`src/rtl/core/abs_pkg.sv`:
```
// shared types, widths and constants for the adc block statistics block
package abs_pkg;

  localparam int unsigned SAMPLE_W   = 12;
  localparam int unsigned REF_W      = 14;
  localparam int unsigned FS_W       = 12;
  localparam int unsigned SUM_W      = 24;
  localparam int unsigned CNT_W      = 13;
  localparam int unsigned MV_W       = 16;
  localparam int unsigned SEQ_W      = 16;
  localparam int unsigned CFG_W      = 14;
  localparam int unsigned CFG_IDX_W  = 1;

  // shared divider: 26-bit dividend, 13-bit divisor, one quotient bit a cycle
  localparam int unsigned DIV_W      = 26;
  localparam int unsigned DVS_W      = 13;
  localparam int unsigned DIV_STEPS  = DIV_W;
  localparam int unsigned STEP_W     = 5;

  localparam int unsigned MAX_BLOCK_SAMPLES_DEF = 256;

  localparam logic [REF_W-1:0] REF_MV_RESET = REF_W'(3300);
  localparam logic [FS_W-1:0]  FS_RAW_RESET = FS_W'(4095);

  typedef enum logic [CFG_IDX_W-1:0] {
    REG_REFERENCE_MV   = 1'b0,
    REG_FULL_SCALE_RAW = 1'b1
  } cfg_reg_e;

  typedef enum logic [2:0] {
    ST_IDLE,
    ST_CHECK,
    ST_DIV_AVG,
    ST_LATCH_AVG,
    ST_LOAD_MV,
    ST_DIV_MV,
    ST_EMIT
  } state_e;

  // controller to datapath
  typedef struct packed {
    logic acc_en;
    logic clear_blk;
    logic avg_load;
    logic mv_load;
    logic div_step;
    logic avg_latch;
    logic emit;
  } cmd_t;

  // datapath to controller
  typedef struct packed {
    logic cnt_zero;
    logic fs_zero;
    logic out_free;
  } status_t;

endpackage

```
`src/rtl/core/abs_in_if.sv`:
```
// sample channel: valid/ready with one adc sample and its last-of-block flag
interface abs_in_if;
  logic                           valid;
  logic                           ready;
  logic [abs_pkg::SAMPLE_W-1:0]   sample;
  logic                           last_sample;

  modport source (output valid, output sample, output last_sample, input ready);
  modport sink   (input valid, input sample, input last_sample, output ready);
endinterface

```
`src/rtl/core/abs_out_if.sv`:
```
// result channel: valid/ready with the block statistics word
interface abs_out_if;
  logic                           valid;
  logic                           ready;
  logic [abs_pkg::SAMPLE_W-1:0]   mean_code;
  logic [abs_pkg::SAMPLE_W-1:0]   min_code;
  logic [abs_pkg::SAMPLE_W-1:0]   max_code;
  logic [abs_pkg::MV_W-1:0]       millivolts;
  logic [abs_pkg::SEQ_W-1:0]      sequence_res;

  modport source (output valid, output mean_code, output min_code,
                  output max_code, output millivolts, output sequence_res,
                  input ready);
  modport sink   (input valid, input mean_code, input min_code,
                  input max_code, input millivolts, input sequence_res,
                  output ready);
endinterface

```
`src/rtl/core/adc_block_statistics_top.sv`:
```
// top level of the adc block statistics block
// Samples of a block are taken one per cycle while the block is idle; each updates the
// running sum, count, minimum and maximum registers, and samples past
// MaxBlockSamples are dropped from the statistics. A sample flagged last occupies the
// block while it is accumulated and checked, the rounded mean is formed on the shared
// restoring divider (one quotient bit per cycle), the mean is latched, mean times
// reference is loaded as the next dividend, the divider forms the millivolt value
// (skipped when full scale is zero) and the result word is loaded. A finished word
// sits in an output register, so new samples are taken while it waits; the block only
// holds before loading the next word until the previous one is taken.
module adc_block_statistics_top #(
  parameter int unsigned MaxBlockSamples = abs_pkg::MAX_BLOCK_SAMPLES_DEF
) (
  input  logic                          clk_i,
  input  logic                          rst_ni,
  input  logic                          cfg_we_i,
  input  logic [abs_pkg::CFG_IDX_W-1:0] cfg_idx_i,
  input  logic [abs_pkg::CFG_W-1:0]     cfg_data_i,
  abs_in_if.sink                        in_i,
  abs_out_if.source                     out_o
);

  abs_pkg::cmd_t    cmd;
  abs_pkg::status_t status;

  // control
  abs_ctrl u_ctrl (
    .clk_i      (clk_i),
    .rst_ni     (rst_ni),
    .in_valid_i (in_i.valid),
    .in_last_i  (in_i.last_sample),
    .in_ready_o (in_i.ready),
    .status_i   (status),
    .cmd_o      (cmd)
  );

  // arithmetic and storage
  abs_dp #(
    .MaxBlockSamples (MaxBlockSamples)
  ) u_dp (
    .clk_i          (clk_i),
    .rst_ni         (rst_ni),
    .cfg_we_i       (cfg_we_i),
    .cfg_idx_i      (cfg_idx_i),
    .cfg_data_i     (cfg_data_i),
    .sample_i       (in_i.sample),
    .cmd_i          (cmd),
    .status_o       (status),
    .out_ready_i    (out_o.ready),
    .out_valid_o    (out_o.valid),
    .mean_code_o    (out_o.mean_code),
    .min_code_o     (out_o.min_code),
    .max_code_o     (out_o.max_code),
    .millivolts_o   (out_o.millivolts),
    .sequence_res_o (out_o.sequence_res)
  );

endmodule

```
`src/rtl/core/abs_ctrl.sv`:
```
// controller: sequences accumulation, the two divisions and the result
module abs_ctrl (
  input  logic                clk_i,
  input  logic                rst_ni,
  input  logic                in_valid_i,
  input  logic                in_last_i,
  output logic                in_ready_o,
  input  abs_pkg::status_t    status_i,
  output abs_pkg::cmd_t       cmd_o
);

  abs_pkg::state_e                 state_q, state_d;
  logic [abs_pkg::STEP_W-1:0]      step_q, step_d;
  logic                            last_step;

  assign last_step = (step_q == abs_pkg::STEP_W'(abs_pkg::DIV_STEPS - 1));

  // state and step counter
  always_ff @(posedge clk_i or negedge rst_ni) begin
    if (!rst_ni) begin
      state_q <= abs_pkg::ST_IDLE;
      step_q  <= '0;
    end else begin
      state_q <= state_d;
      step_q  <= step_d;
    end
  end

  // next state and commands
  always_comb begin
    state_d    = state_q;
    step_d     = step_q;
    cmd_o      = '0;
    in_ready_o = 1'b0;
    unique case (state_q)
      abs_pkg::ST_IDLE: begin
        in_ready_o = 1'b1;
        if (in_valid_i) begin
          cmd_o.acc_en = 1'b1;
          if (in_last_i) begin
            state_d = abs_pkg::ST_CHECK;
          end
        end
      end
      abs_pkg::ST_CHECK: begin
        if (status_i.cnt_zero) begin
          cmd_o.clear_blk = 1'b1;
          state_d         = abs_pkg::ST_IDLE;
        end else begin
          cmd_o.avg_load = 1'b1;
          step_d         = '0;
          state_d        = abs_pkg::ST_DIV_AVG;
        end
      end
      abs_pkg::ST_DIV_AVG: begin
        cmd_o.div_step = 1'b1;
        step_d         = step_q + 1'b1;
        if (last_step) begin
          state_d = abs_pkg::ST_LATCH_AVG;
        end
      end
      abs_pkg::ST_LATCH_AVG: begin
        cmd_o.avg_latch = 1'b1;
        state_d         = abs_pkg::ST_LOAD_MV;
      end
      abs_pkg::ST_LOAD_MV: begin
        // zero full scale needs no division, the result saturates
        if (status_i.fs_zero) begin
          state_d = abs_pkg::ST_EMIT;
        end else begin
          cmd_o.mv_load = 1'b1;
          step_d        = '0;
          state_d       = abs_pkg::ST_DIV_MV;
        end
      end
      abs_pkg::ST_DIV_MV: begin
        cmd_o.div_step = 1'b1;
        step_d         = step_q + 1'b1;
        if (last_step) begin
          state_d = abs_pkg::ST_EMIT;
        end
      end
      abs_pkg::ST_EMIT: begin
        if (status_i.out_free) begin
          cmd_o.emit      = 1'b1;
          cmd_o.clear_blk = 1'b1;
          state_d         = abs_pkg::ST_IDLE;
        end
      end
      default: begin
        state_d = abs_pkg::ST_IDLE;
      end
    endcase
  end

endmodule

```
`src/rtl/core/abs_dp.sv`:
```
// datapath: accumulators, config registers, multiplier, shared divider, output word
module abs_dp #(
  parameter int unsigned MaxBlockSamples = abs_pkg::MAX_BLOCK_SAMPLES_DEF
) (
  input  logic                          clk_i,
  input  logic                          rst_ni,
  input  logic                          cfg_we_i,
  input  logic [abs_pkg::CFG_IDX_W-1:0] cfg_idx_i,
  input  logic [abs_pkg::CFG_W-1:0]     cfg_data_i,
  input  logic [abs_pkg::SAMPLE_W-1:0]  sample_i,
  input  abs_pkg::cmd_t                 cmd_i,
  output abs_pkg::status_t              status_o,
  input  logic                          out_ready_i,
  output logic                          out_valid_o,
  output logic [abs_pkg::SAMPLE_W-1:0]  mean_code_o,
  output logic [abs_pkg::SAMPLE_W-1:0]  min_code_o,
  output logic [abs_pkg::SAMPLE_W-1:0]  max_code_o,
  output logic [abs_pkg::MV_W-1:0]      millivolts_o,
  output logic [abs_pkg::SEQ_W-1:0]     sequence_res_o
);

  localparam int unsigned AvgMax = (1 << abs_pkg::SAMPLE_W) - 1;
  localparam int unsigned MvMax  = (1 << abs_pkg::MV_W) - 1;

  logic [abs_pkg::REF_W-1:0]    ref_mv_q;
  logic [abs_pkg::FS_W-1:0]     fs_raw_q;
  logic [abs_pkg::SUM_W-1:0]    sum_q;
  logic [abs_pkg::CNT_W-1:0]    cnt_q;
  logic [abs_pkg::SAMPLE_W-1:0] min_q;
  logic [abs_pkg::SAMPLE_W-1:0] max_q;
  logic [abs_pkg::SEQ_W-1:0]    seq_q;
  logic                         out_valid_q;

  logic [abs_pkg::DIV_W-1:0]    quo_q;
  logic [abs_pkg::DVS_W-1:0]    rem_q;
  logic [abs_pkg::DVS_W-1:0]    dvs_q;
  logic [abs_pkg::SAMPLE_W-1:0] avg_q;

  logic [abs_pkg::SAMPLE_W-1:0] avg_res_q;
  logic [abs_pkg::SAMPLE_W-1:0] min_res_q;
  logic [abs_pkg::SAMPLE_W-1:0] max_res_q;
  logic [abs_pkg::MV_W-1:0]     mv_res_q;
  logic [abs_pkg::SEQ_W-1:0]    seq_res_q;

  logic                         under_cap;
  logic [abs_pkg::DVS_W:0]      trial;
  logic [abs_pkg::DVS_W:0]      trial_diff;
  logic                         trial_ge;
  logic [abs_pkg::DIV_W-1:0]    product;
  logic [abs_pkg::MV_W-1:0]     mv_val;
  logic [abs_pkg::SEQ_W-1:0]    seq_next;

  assign under_cap = (cnt_q < abs_pkg::CNT_W'(MaxBlockSamples));
  assign seq_next  = seq_q + 1'b1;

  // configuration registers
  always_ff @(posedge clk_i or negedge rst_ni) begin
    if (!rst_ni) begin
      ref_mv_q <= abs_pkg::REF_MV_RESET;
      fs_raw_q <= abs_pkg::FS_RAW_RESET;
    end else if (cfg_we_i) begin
      unique case (abs_pkg::cfg_reg_e'(cfg_idx_i))
        abs_pkg::REG_REFERENCE_MV:   ref_mv_q <= cfg_data_i[abs_pkg::REF_W-1:0];
        abs_pkg::REG_FULL_SCALE_RAW: fs_raw_q <= cfg_data_i[abs_pkg::FS_W-1:0];
        default: ;
      endcase
    end
  end

  // block accumulators; the first sample of a block seeds min and max
  always_ff @(posedge clk_i or negedge rst_ni) begin
    if (!rst_ni) begin
      sum_q <= '0;
      cnt_q <= '0;
      min_q <= '0;
      max_q <= '0;
    end else if (cmd_i.clear_blk) begin
      sum_q <= '0;
      cnt_q <= '0;
      min_q <= '0;
      max_q <= '0;
    end else if (cmd_i.acc_en && under_cap) begin
      sum_q <= sum_q + abs_pkg::SUM_W'(sample_i);
      cnt_q <= cnt_q + 1'b1;
      if (cnt_q == '0) begin
        min_q <= sample_i;
        max_q <= sample_i;
      end else begin
        if (sample_i < min_q) min_q <= sample_i;
        if (sample_i > max_q) max_q <= sample_i;
      end
    end
  end

  // restoring divider trial subtract
  assign trial      = {rem_q, quo_q[abs_pkg::DIV_W-1]};
  assign trial_diff = trial - {1'b0, dvs_q};
  assign trial_ge   = (trial >= {1'b0, dvs_q});

  // mean times reference, registered into the dividend
  assign product = abs_pkg::DIV_W'(avg_q) * abs_pkg::DIV_W'(ref_mv_q);

  // shared divider and mean register
  always_ff @(posedge clk_i) begin
    if (cmd_i.avg_load) begin
      quo_q <= abs_pkg::DIV_W'(sum_q) + abs_pkg::DIV_W'(cnt_q >> 1);
      dvs_q <= cnt_q;
      rem_q <= '0;
    end else if (cmd_i.mv_load) begin
      quo_q <= product + abs_pkg::DIV_W'(fs_raw_q >> 1);
      dvs_q <= abs_pkg::DVS_W'(fs_raw_q);
      rem_q <= '0;
    end else if (cmd_i.div_step) begin
      if (trial_ge) begin
        rem_q <= trial_diff[abs_pkg::DVS_W-1:0];
        quo_q <= {quo_q[abs_pkg::DIV_W-2:0], 1'b1};
      end else begin
        rem_q <= trial[abs_pkg::DVS_W-1:0];
        quo_q <= {quo_q[abs_pkg::DIV_W-2:0], 1'b0};
      end
    end
    if (cmd_i.avg_latch) begin
      if (quo_q > abs_pkg::DIV_W'(AvgMax)) begin
        avg_q <= abs_pkg::SAMPLE_W'(AvgMax);
      end else begin
        avg_q <= quo_q[abs_pkg::SAMPLE_W-1:0];
      end
    end
  end

  // millivolt value with saturation
  always_comb begin
    if (fs_raw_q == '0 || quo_q > abs_pkg::DIV_W'(MvMax)) begin
      mv_val = abs_pkg::MV_W'(MvMax);
    end else begin
      mv_val = quo_q[abs_pkg::MV_W-1:0];
    end
  end

  // sequence counter and output valid
  always_ff @(posedge clk_i or negedge rst_ni) begin
    if (!rst_ni) begin
      seq_q       <= '0;
      out_valid_q <= 1'b0;
    end else if (cmd_i.emit) begin
      seq_q       <= seq_next;
      out_valid_q <= 1'b1;
    end else if (out_ready_i) begin
      out_valid_q <= 1'b0;
    end
  end

  // output word
  always_ff @(posedge clk_i) begin
    if (cmd_i.emit) begin
      avg_res_q <= avg_q;
      min_res_q <= min_q;
      max_res_q <= max_q;
      mv_res_q  <= mv_val;
      seq_res_q <= seq_next;
    end
  end

  assign status_o.cnt_zero = (cnt_q == '0);
  assign status_o.fs_zero  = (fs_raw_q == '0);
  assign status_o.out_free = !out_valid_q || out_ready_i;

  assign out_valid_o    = out_valid_q;
  assign mean_code_o    = avg_res_q;
  assign min_code_o     = min_res_q;
  assign max_code_o     = max_res_q;
  assign millivolts_o   = mv_res_q;
  assign sequence_res_o = seq_res_q;

endmodule

```
`src/flat_wrapper.sv`:
```
// flat-port wrapper written by rule: the top's interface ports become plain ports
module adc_block_statistics_top_flat 
#(
  parameter int unsigned MaxBlockSamples = abs_pkg::MAX_BLOCK_SAMPLES_DEF
)
  (clk_i, rst_ni, cfg_we_i, cfg_idx_i, cfg_data_i, in_i_valid, in_i_sample, in_i_last_sample, in_i_ready, out_o_valid, out_o_mean_code, out_o_min_code, out_o_max_code, out_o_millivolts, out_o_sequence_res, out_o_ready);
  abs_in_if in_i_i ();
  abs_out_if out_o_i ();
  input  logic clk_i;
  input  logic rst_ni;
  input  logic cfg_we_i;
  input  logic [abs_pkg::CFG_IDX_W-1:0] cfg_idx_i;
  input  logic [abs_pkg::CFG_W-1:0] cfg_data_i;
  input wire logic [$bits(in_i_i.valid)-1:0] in_i_valid;
  input wire logic [$bits(in_i_i.sample)-1:0] in_i_sample;
  input wire logic [$bits(in_i_i.last_sample)-1:0] in_i_last_sample;
  output wire logic [$bits(in_i_i.ready)-1:0] in_i_ready;
  output wire logic [$bits(out_o_i.valid)-1:0] out_o_valid;
  output wire logic [$bits(out_o_i.mean_code)-1:0] out_o_mean_code;
  output wire logic [$bits(out_o_i.min_code)-1:0] out_o_min_code;
  output wire logic [$bits(out_o_i.max_code)-1:0] out_o_max_code;
  output wire logic [$bits(out_o_i.millivolts)-1:0] out_o_millivolts;
  output wire logic [$bits(out_o_i.sequence_res)-1:0] out_o_sequence_res;
  input wire logic [$bits(out_o_i.ready)-1:0] out_o_ready;
  assign in_i_i.valid = in_i_valid;
  assign in_i_i.sample = in_i_sample;
  assign in_i_i.last_sample = in_i_last_sample;
  assign in_i_ready = in_i_i.ready;
  assign out_o_valid = out_o_i.valid;
  assign out_o_mean_code = out_o_i.mean_code;
  assign out_o_min_code = out_o_i.min_code;
  assign out_o_max_code = out_o_i.max_code;
  assign out_o_millivolts = out_o_i.millivolts;
  assign out_o_sequence_res = out_o_i.sequence_res;
  assign out_o_i.ready = out_o_ready;
  adc_block_statistics_top #(.MaxBlockSamples(MaxBlockSamples)) u_core (.clk_i(clk_i), .rst_ni(rst_ni), .cfg_we_i(cfg_we_i), .cfg_idx_i(cfg_idx_i), .cfg_data_i(cfg_data_i), .in_i(in_i_i), .out_o(out_o_i));
endmodule
```
`config.mk`:
```
export PLATFORM = sky130hd
export DESIGN_NAME = adc_block_statistics_top_flat
export DESIGN_NICKNAME = d
export VERILOG_FILES = /design/src/rtl/core/abs_pkg.sv /design/src/rtl/core/abs_in_if.sv /design/src/rtl/core/abs_out_if.sv /design/src/rtl/core/adc_block_statistics_top.sv /design/src/rtl/core/abs_ctrl.sv /design/src/rtl/core/abs_dp.sv /design/src/flat_wrapper.sv
export SDC_FILE = /design/constraint.sdc
export NUM_CORES = 1
export LEC_CHECK = 0
export BUFFER_PORTS_ARGS = -buffer_cell sky130_fd_sc_hd__buf_2
export CAP_MARGIN = 5
export CELL_PAD_IN_SITES_DETAIL_PLACEMENT = 0
export CELL_PAD_IN_SITES_GLOBAL_PLACEMENT = 1
export CORE_UTILIZATION = 55
export CTS_BUF_LIST = sky130_fd_sc_hd__clkbuf_4
export DETAILED_ROUTE_END_ITERATION = 6
export PLACE_DENSITY_LB_ADDON = 0.3
export SYNTH_ARGS = -nofsm -noshare
export SYNTH_HDL_FRONTEND = slang
export SYNTH_SLANG_ARGS = --single-unit
```
`constraint.sdc`:
```
create_clock -name clk_i -period 8.8 [get_ports clk_i]
set_clock_uncertainty 0.15 [all_clocks]
set_input_delay 1.76 -clock clk_i [delete_from_list [all_inputs] [get_ports clk_i]]
set_output_delay 1.76 -clock clk_i [all_outputs]
set_load 0.02 [all_outputs]
```
==> impl_results.md <==
- Unrepaired setup endpoints after global routing: no
- First-pass GRT wire length: 71400 um
- Final setup fails: 0
- Final nets: 2231
- GR Layer Usage met1: about 38%
- CTS max path bufs: 3
- Top cell type's share of synthesized area: 19.4%
- Flop and latch count out of synthesis: 244
- Clk pin slew, worst setup/hold paths: 0.08 ns
- Hold-fix buffers at CTS: 0
- Vias/cell: 5.41
- H-tree levels: 3
- Main synth FF type: edfxtp_1
- Max_slew headroom: 28.4%
- TNS Setup: 0 ns
- Vias in the first global route: 13433
- Largest net degree at the start of global routing: between 70 and 80
- Number of synthesized flops with an enable pin: 119
- CTS root buf: clkbuf_4
- DRT Pass-1 Iters: 6
- Initial antenna violation count: 1
- Top post-synthesis cells by area: edfxtp_1 (19%), fa_1 (14%), dfrtp_1 (13%)
- DR vias: about 13000
- Mapped Area: 18400 um2
- Worst Path Required: 9.17 ns
- Mapped Cells: 1805
- Gpl congestion: around 0.9
- Row cnt: 66
- N_diodes: 0
- Slew Limit Fails: 0
- Status: finished, final reports clean
- Global Route met2 Usage: 41.5%
- Mapped Avg Cell Area: roughly 10 um2
- Met3 usage: 5.37%
- Clock sink count: between 200 and 250
- PortBufs: 102
- Skew-Pair Late Insertion Delay: roughly 0.8 ns
- Netlist cell types: between 80 and 90
- Post-synthesis sequential area ratio: a little over a third
- Clock buffer count from CTS: 70
- Worst hold path class: register to register
- Area Overhead vs Synth: 9.63%
- Fin crit share: a little under three quarters
- Yosys top cell by area: edfxtp_1
- Max cap viols: 0
- Setup Buffers After CTS: 0
- Warnings, synthesis: 0
- Pin slew with the least headroom to its limit: approximately 1.1 ns
- Final WL: 43500 um
- WL/cell: roughly 18 um
- CP Max Fanout: 15
- Peak Freq: 159 MHz
- Die area: 34200 um2
- Kind of critical path: register to register
- Layout cell share with drive strength beyond 1: 16.3%
- Grt total ovfl: 0
- Tot GR Track Use: 27.2%
- Die Wd: about 190 um
- Crit. End Element: register
- Die Ht: 185 um
- Core ar.: 32800 um2
- Crit path arrival time: 6.66 ns
- Tmin final: approximately 6.3 ns
- CTS tree: done
- Critical Path Start Type: register
- Synth async-reset ratio: 45.9%
- DRC violations left: 0
- Dpl hpwl: 32300 um
- Fin. Hold Viols: 0
- Post-CTS sizing: 0
- Top Usage Layer GRT: met2
- Initial Utilization: 56.2%
- Detail Route Antenna Nets: 0
- Initial DRC count: 859
- Top-Level Pins: a little over 100
- Post-Syn Nets: 2110
==> worst max-delay path, stage by stage (launching register included) <==
cell and delay, ns:
edfxtp_1 0.79, nand2_1 0.17, fa_1 0.54, fa_1 0.44
fa_1 0.49, inv_1 0.05, fa_1 0.54, inv_1 0.07
fa_1 0.58, inv_1 0.05, ha_1 0.38, a21o_1 0.21
o2111ai_1 0.29, a21oi_1 0.20, o311ai_2 0.34, a31oi_1 0.14
or3_1 0.32, a32o_1 0.26
==> cells in the mapped netlist, types with 3 or more instances <==
cell      number
o211ai_1       8
o21bai_1       6
nor4_1         7
o31ai_1        6
buf_1          3
inv_1        259
buf_2          4
mux2_2        38
mux2_1         5
o22ai_1        6
dfxtp_1       13
fa_1         133
o221ai_1       5
or3_1         10
nor2b_1       11
xnor2_1       54
clkbuf_1      49
nor3_1        20
a21oi_1       76
and3_1        16
xor2_1        42
o31a_1         4
nand4_1       18
and2_1       102
or2_2         18
nand3_1       32
dfstp_2       18
a22oi_1        4
nor2_1        74
nand2b_1      25
a211oi_1      11
o21ai_0       71
a21o_1        27
edfxtp_1     119
mux2i_1       13
o21a_1        11
ha_1         139
dfrtp_1       94
nand2_1      182
a31oi_1        8
mux2_4        11
==> registers in the layout (all words and copies together), names as in the netlist, 13 cells and up <==
register	count
u_core.u_dp.cnt_q	13
u_core.u_dp.quo_q	26
u_core.u_dp.sequence_res_o	16
u_core.u_dp.ref_mv_q	14
u_core.u_dp.sum_q	24
u_core.u_dp.seq_q	16
u_core.u_dp.millivolts_o	16
u_core.u_dp.rem_q	13
u_core.u_dp.dvs_q	13
==> area by class of cell <==
type	count	area [um2]
clock buffer	94	706
sequential	244	6660
clock inverter	36	200
tap	442	553
timing repair buffer	111	581
multi-input combinational	1240	10500
fill	2874	12600
inverter	259	973
==> through the flow <==
step / util, % / cell area, um2 / std cells / setup WS [ns] / hold slack, ns
after floorplan: - / 18400 / 1805 / 2.98 / 0.276
after global placement: 58.9 / 19300 / 2296 / 2.65 / 0.288
after detailed placement: 58.9 / 19300 / 2296 / 2.56 / 0.295
after CTS: 61.6 / 20200 / 2426 / 2.53 / 0.310
after global routing: 61.6 / 20200 / 2426 / 2.23 / 0.331
final: 61.6 / 20200 / 2426 / 2.51 / 0.308
==> per-layer routing <==
metal  routed length (um)  vias up
li1                     -     6309
met1                20300     6373
met2                19600      354
met3                 2450       85
met4                 1190        2
met5                   18        -
==> cell usage in the layout, fill, tap and decap left out, drive strengths merged, types with 6 or more instances in the layout <==
master	instances
o211ai	9
ha	139
clkbuf	94
nor4	8
xnor2	54
nand4	18
dfxtp	13
inv	260
a21o	28
buf	111
dfstp	18
a21oi	77
nand2b	25
o21a	12
or2	18
o21ai	74
and3	16
o31ai	6
nor3	20
nor2	76
mux2	54
a211oi	11
or3	10
xor2	42
clkinv	31
fa	133
o22ai	6
nor2b	11
mux2i	13
a31oi	10
edfxtp	119
nand2	182
and2	103
dfrtp	94
nand3	34
o21bai	6
==> worst paths after layout <==
kind | slack, ns | depth (start not counted) | endpoint | from
worst min-delay path | 0.31 | 2 | u_core.u_dp.rem_q[12] | u_core.u_dp.rem_q[12]
min in group asynchronous | 0.98 | 1 | u_core.u_dp.min_q[6] | rst_ni
max in group asynchronous | 6.23 | 2 | u_core.u_dp.seq_q[6] | rst_ni
worst min register to register | 0.31 | 2 | u_core.u_dp.rem_q[12] | u_core.u_dp.rem_q[12]
worst max-delay path | 2.51 | 17 | u_core.u_dp.quo_q[25] | u_core.u_dp.avg_q[3]
worst max register to register | 2.51 | 17 | u_core.u_dp.quo_q[25] | u_core.u_dp.avg_q[3]
==> cell families after synthesis <==
family,Yosys count,synth area share [%]
AO/OA/AOI/OAI,275,9.79
AND/OR/NAND/NOR,530,14.6
flip-flops,244,36.1
multiplexers,67,4.23
XOR/XNOR,96,4.56
adder cells (fa/ha/maj),272,23.9
buffers and inverters,321,6.80
Power is not shown: default switching activity piles up to over one toggle a cycle in this logic, so the estimate is an artifact.
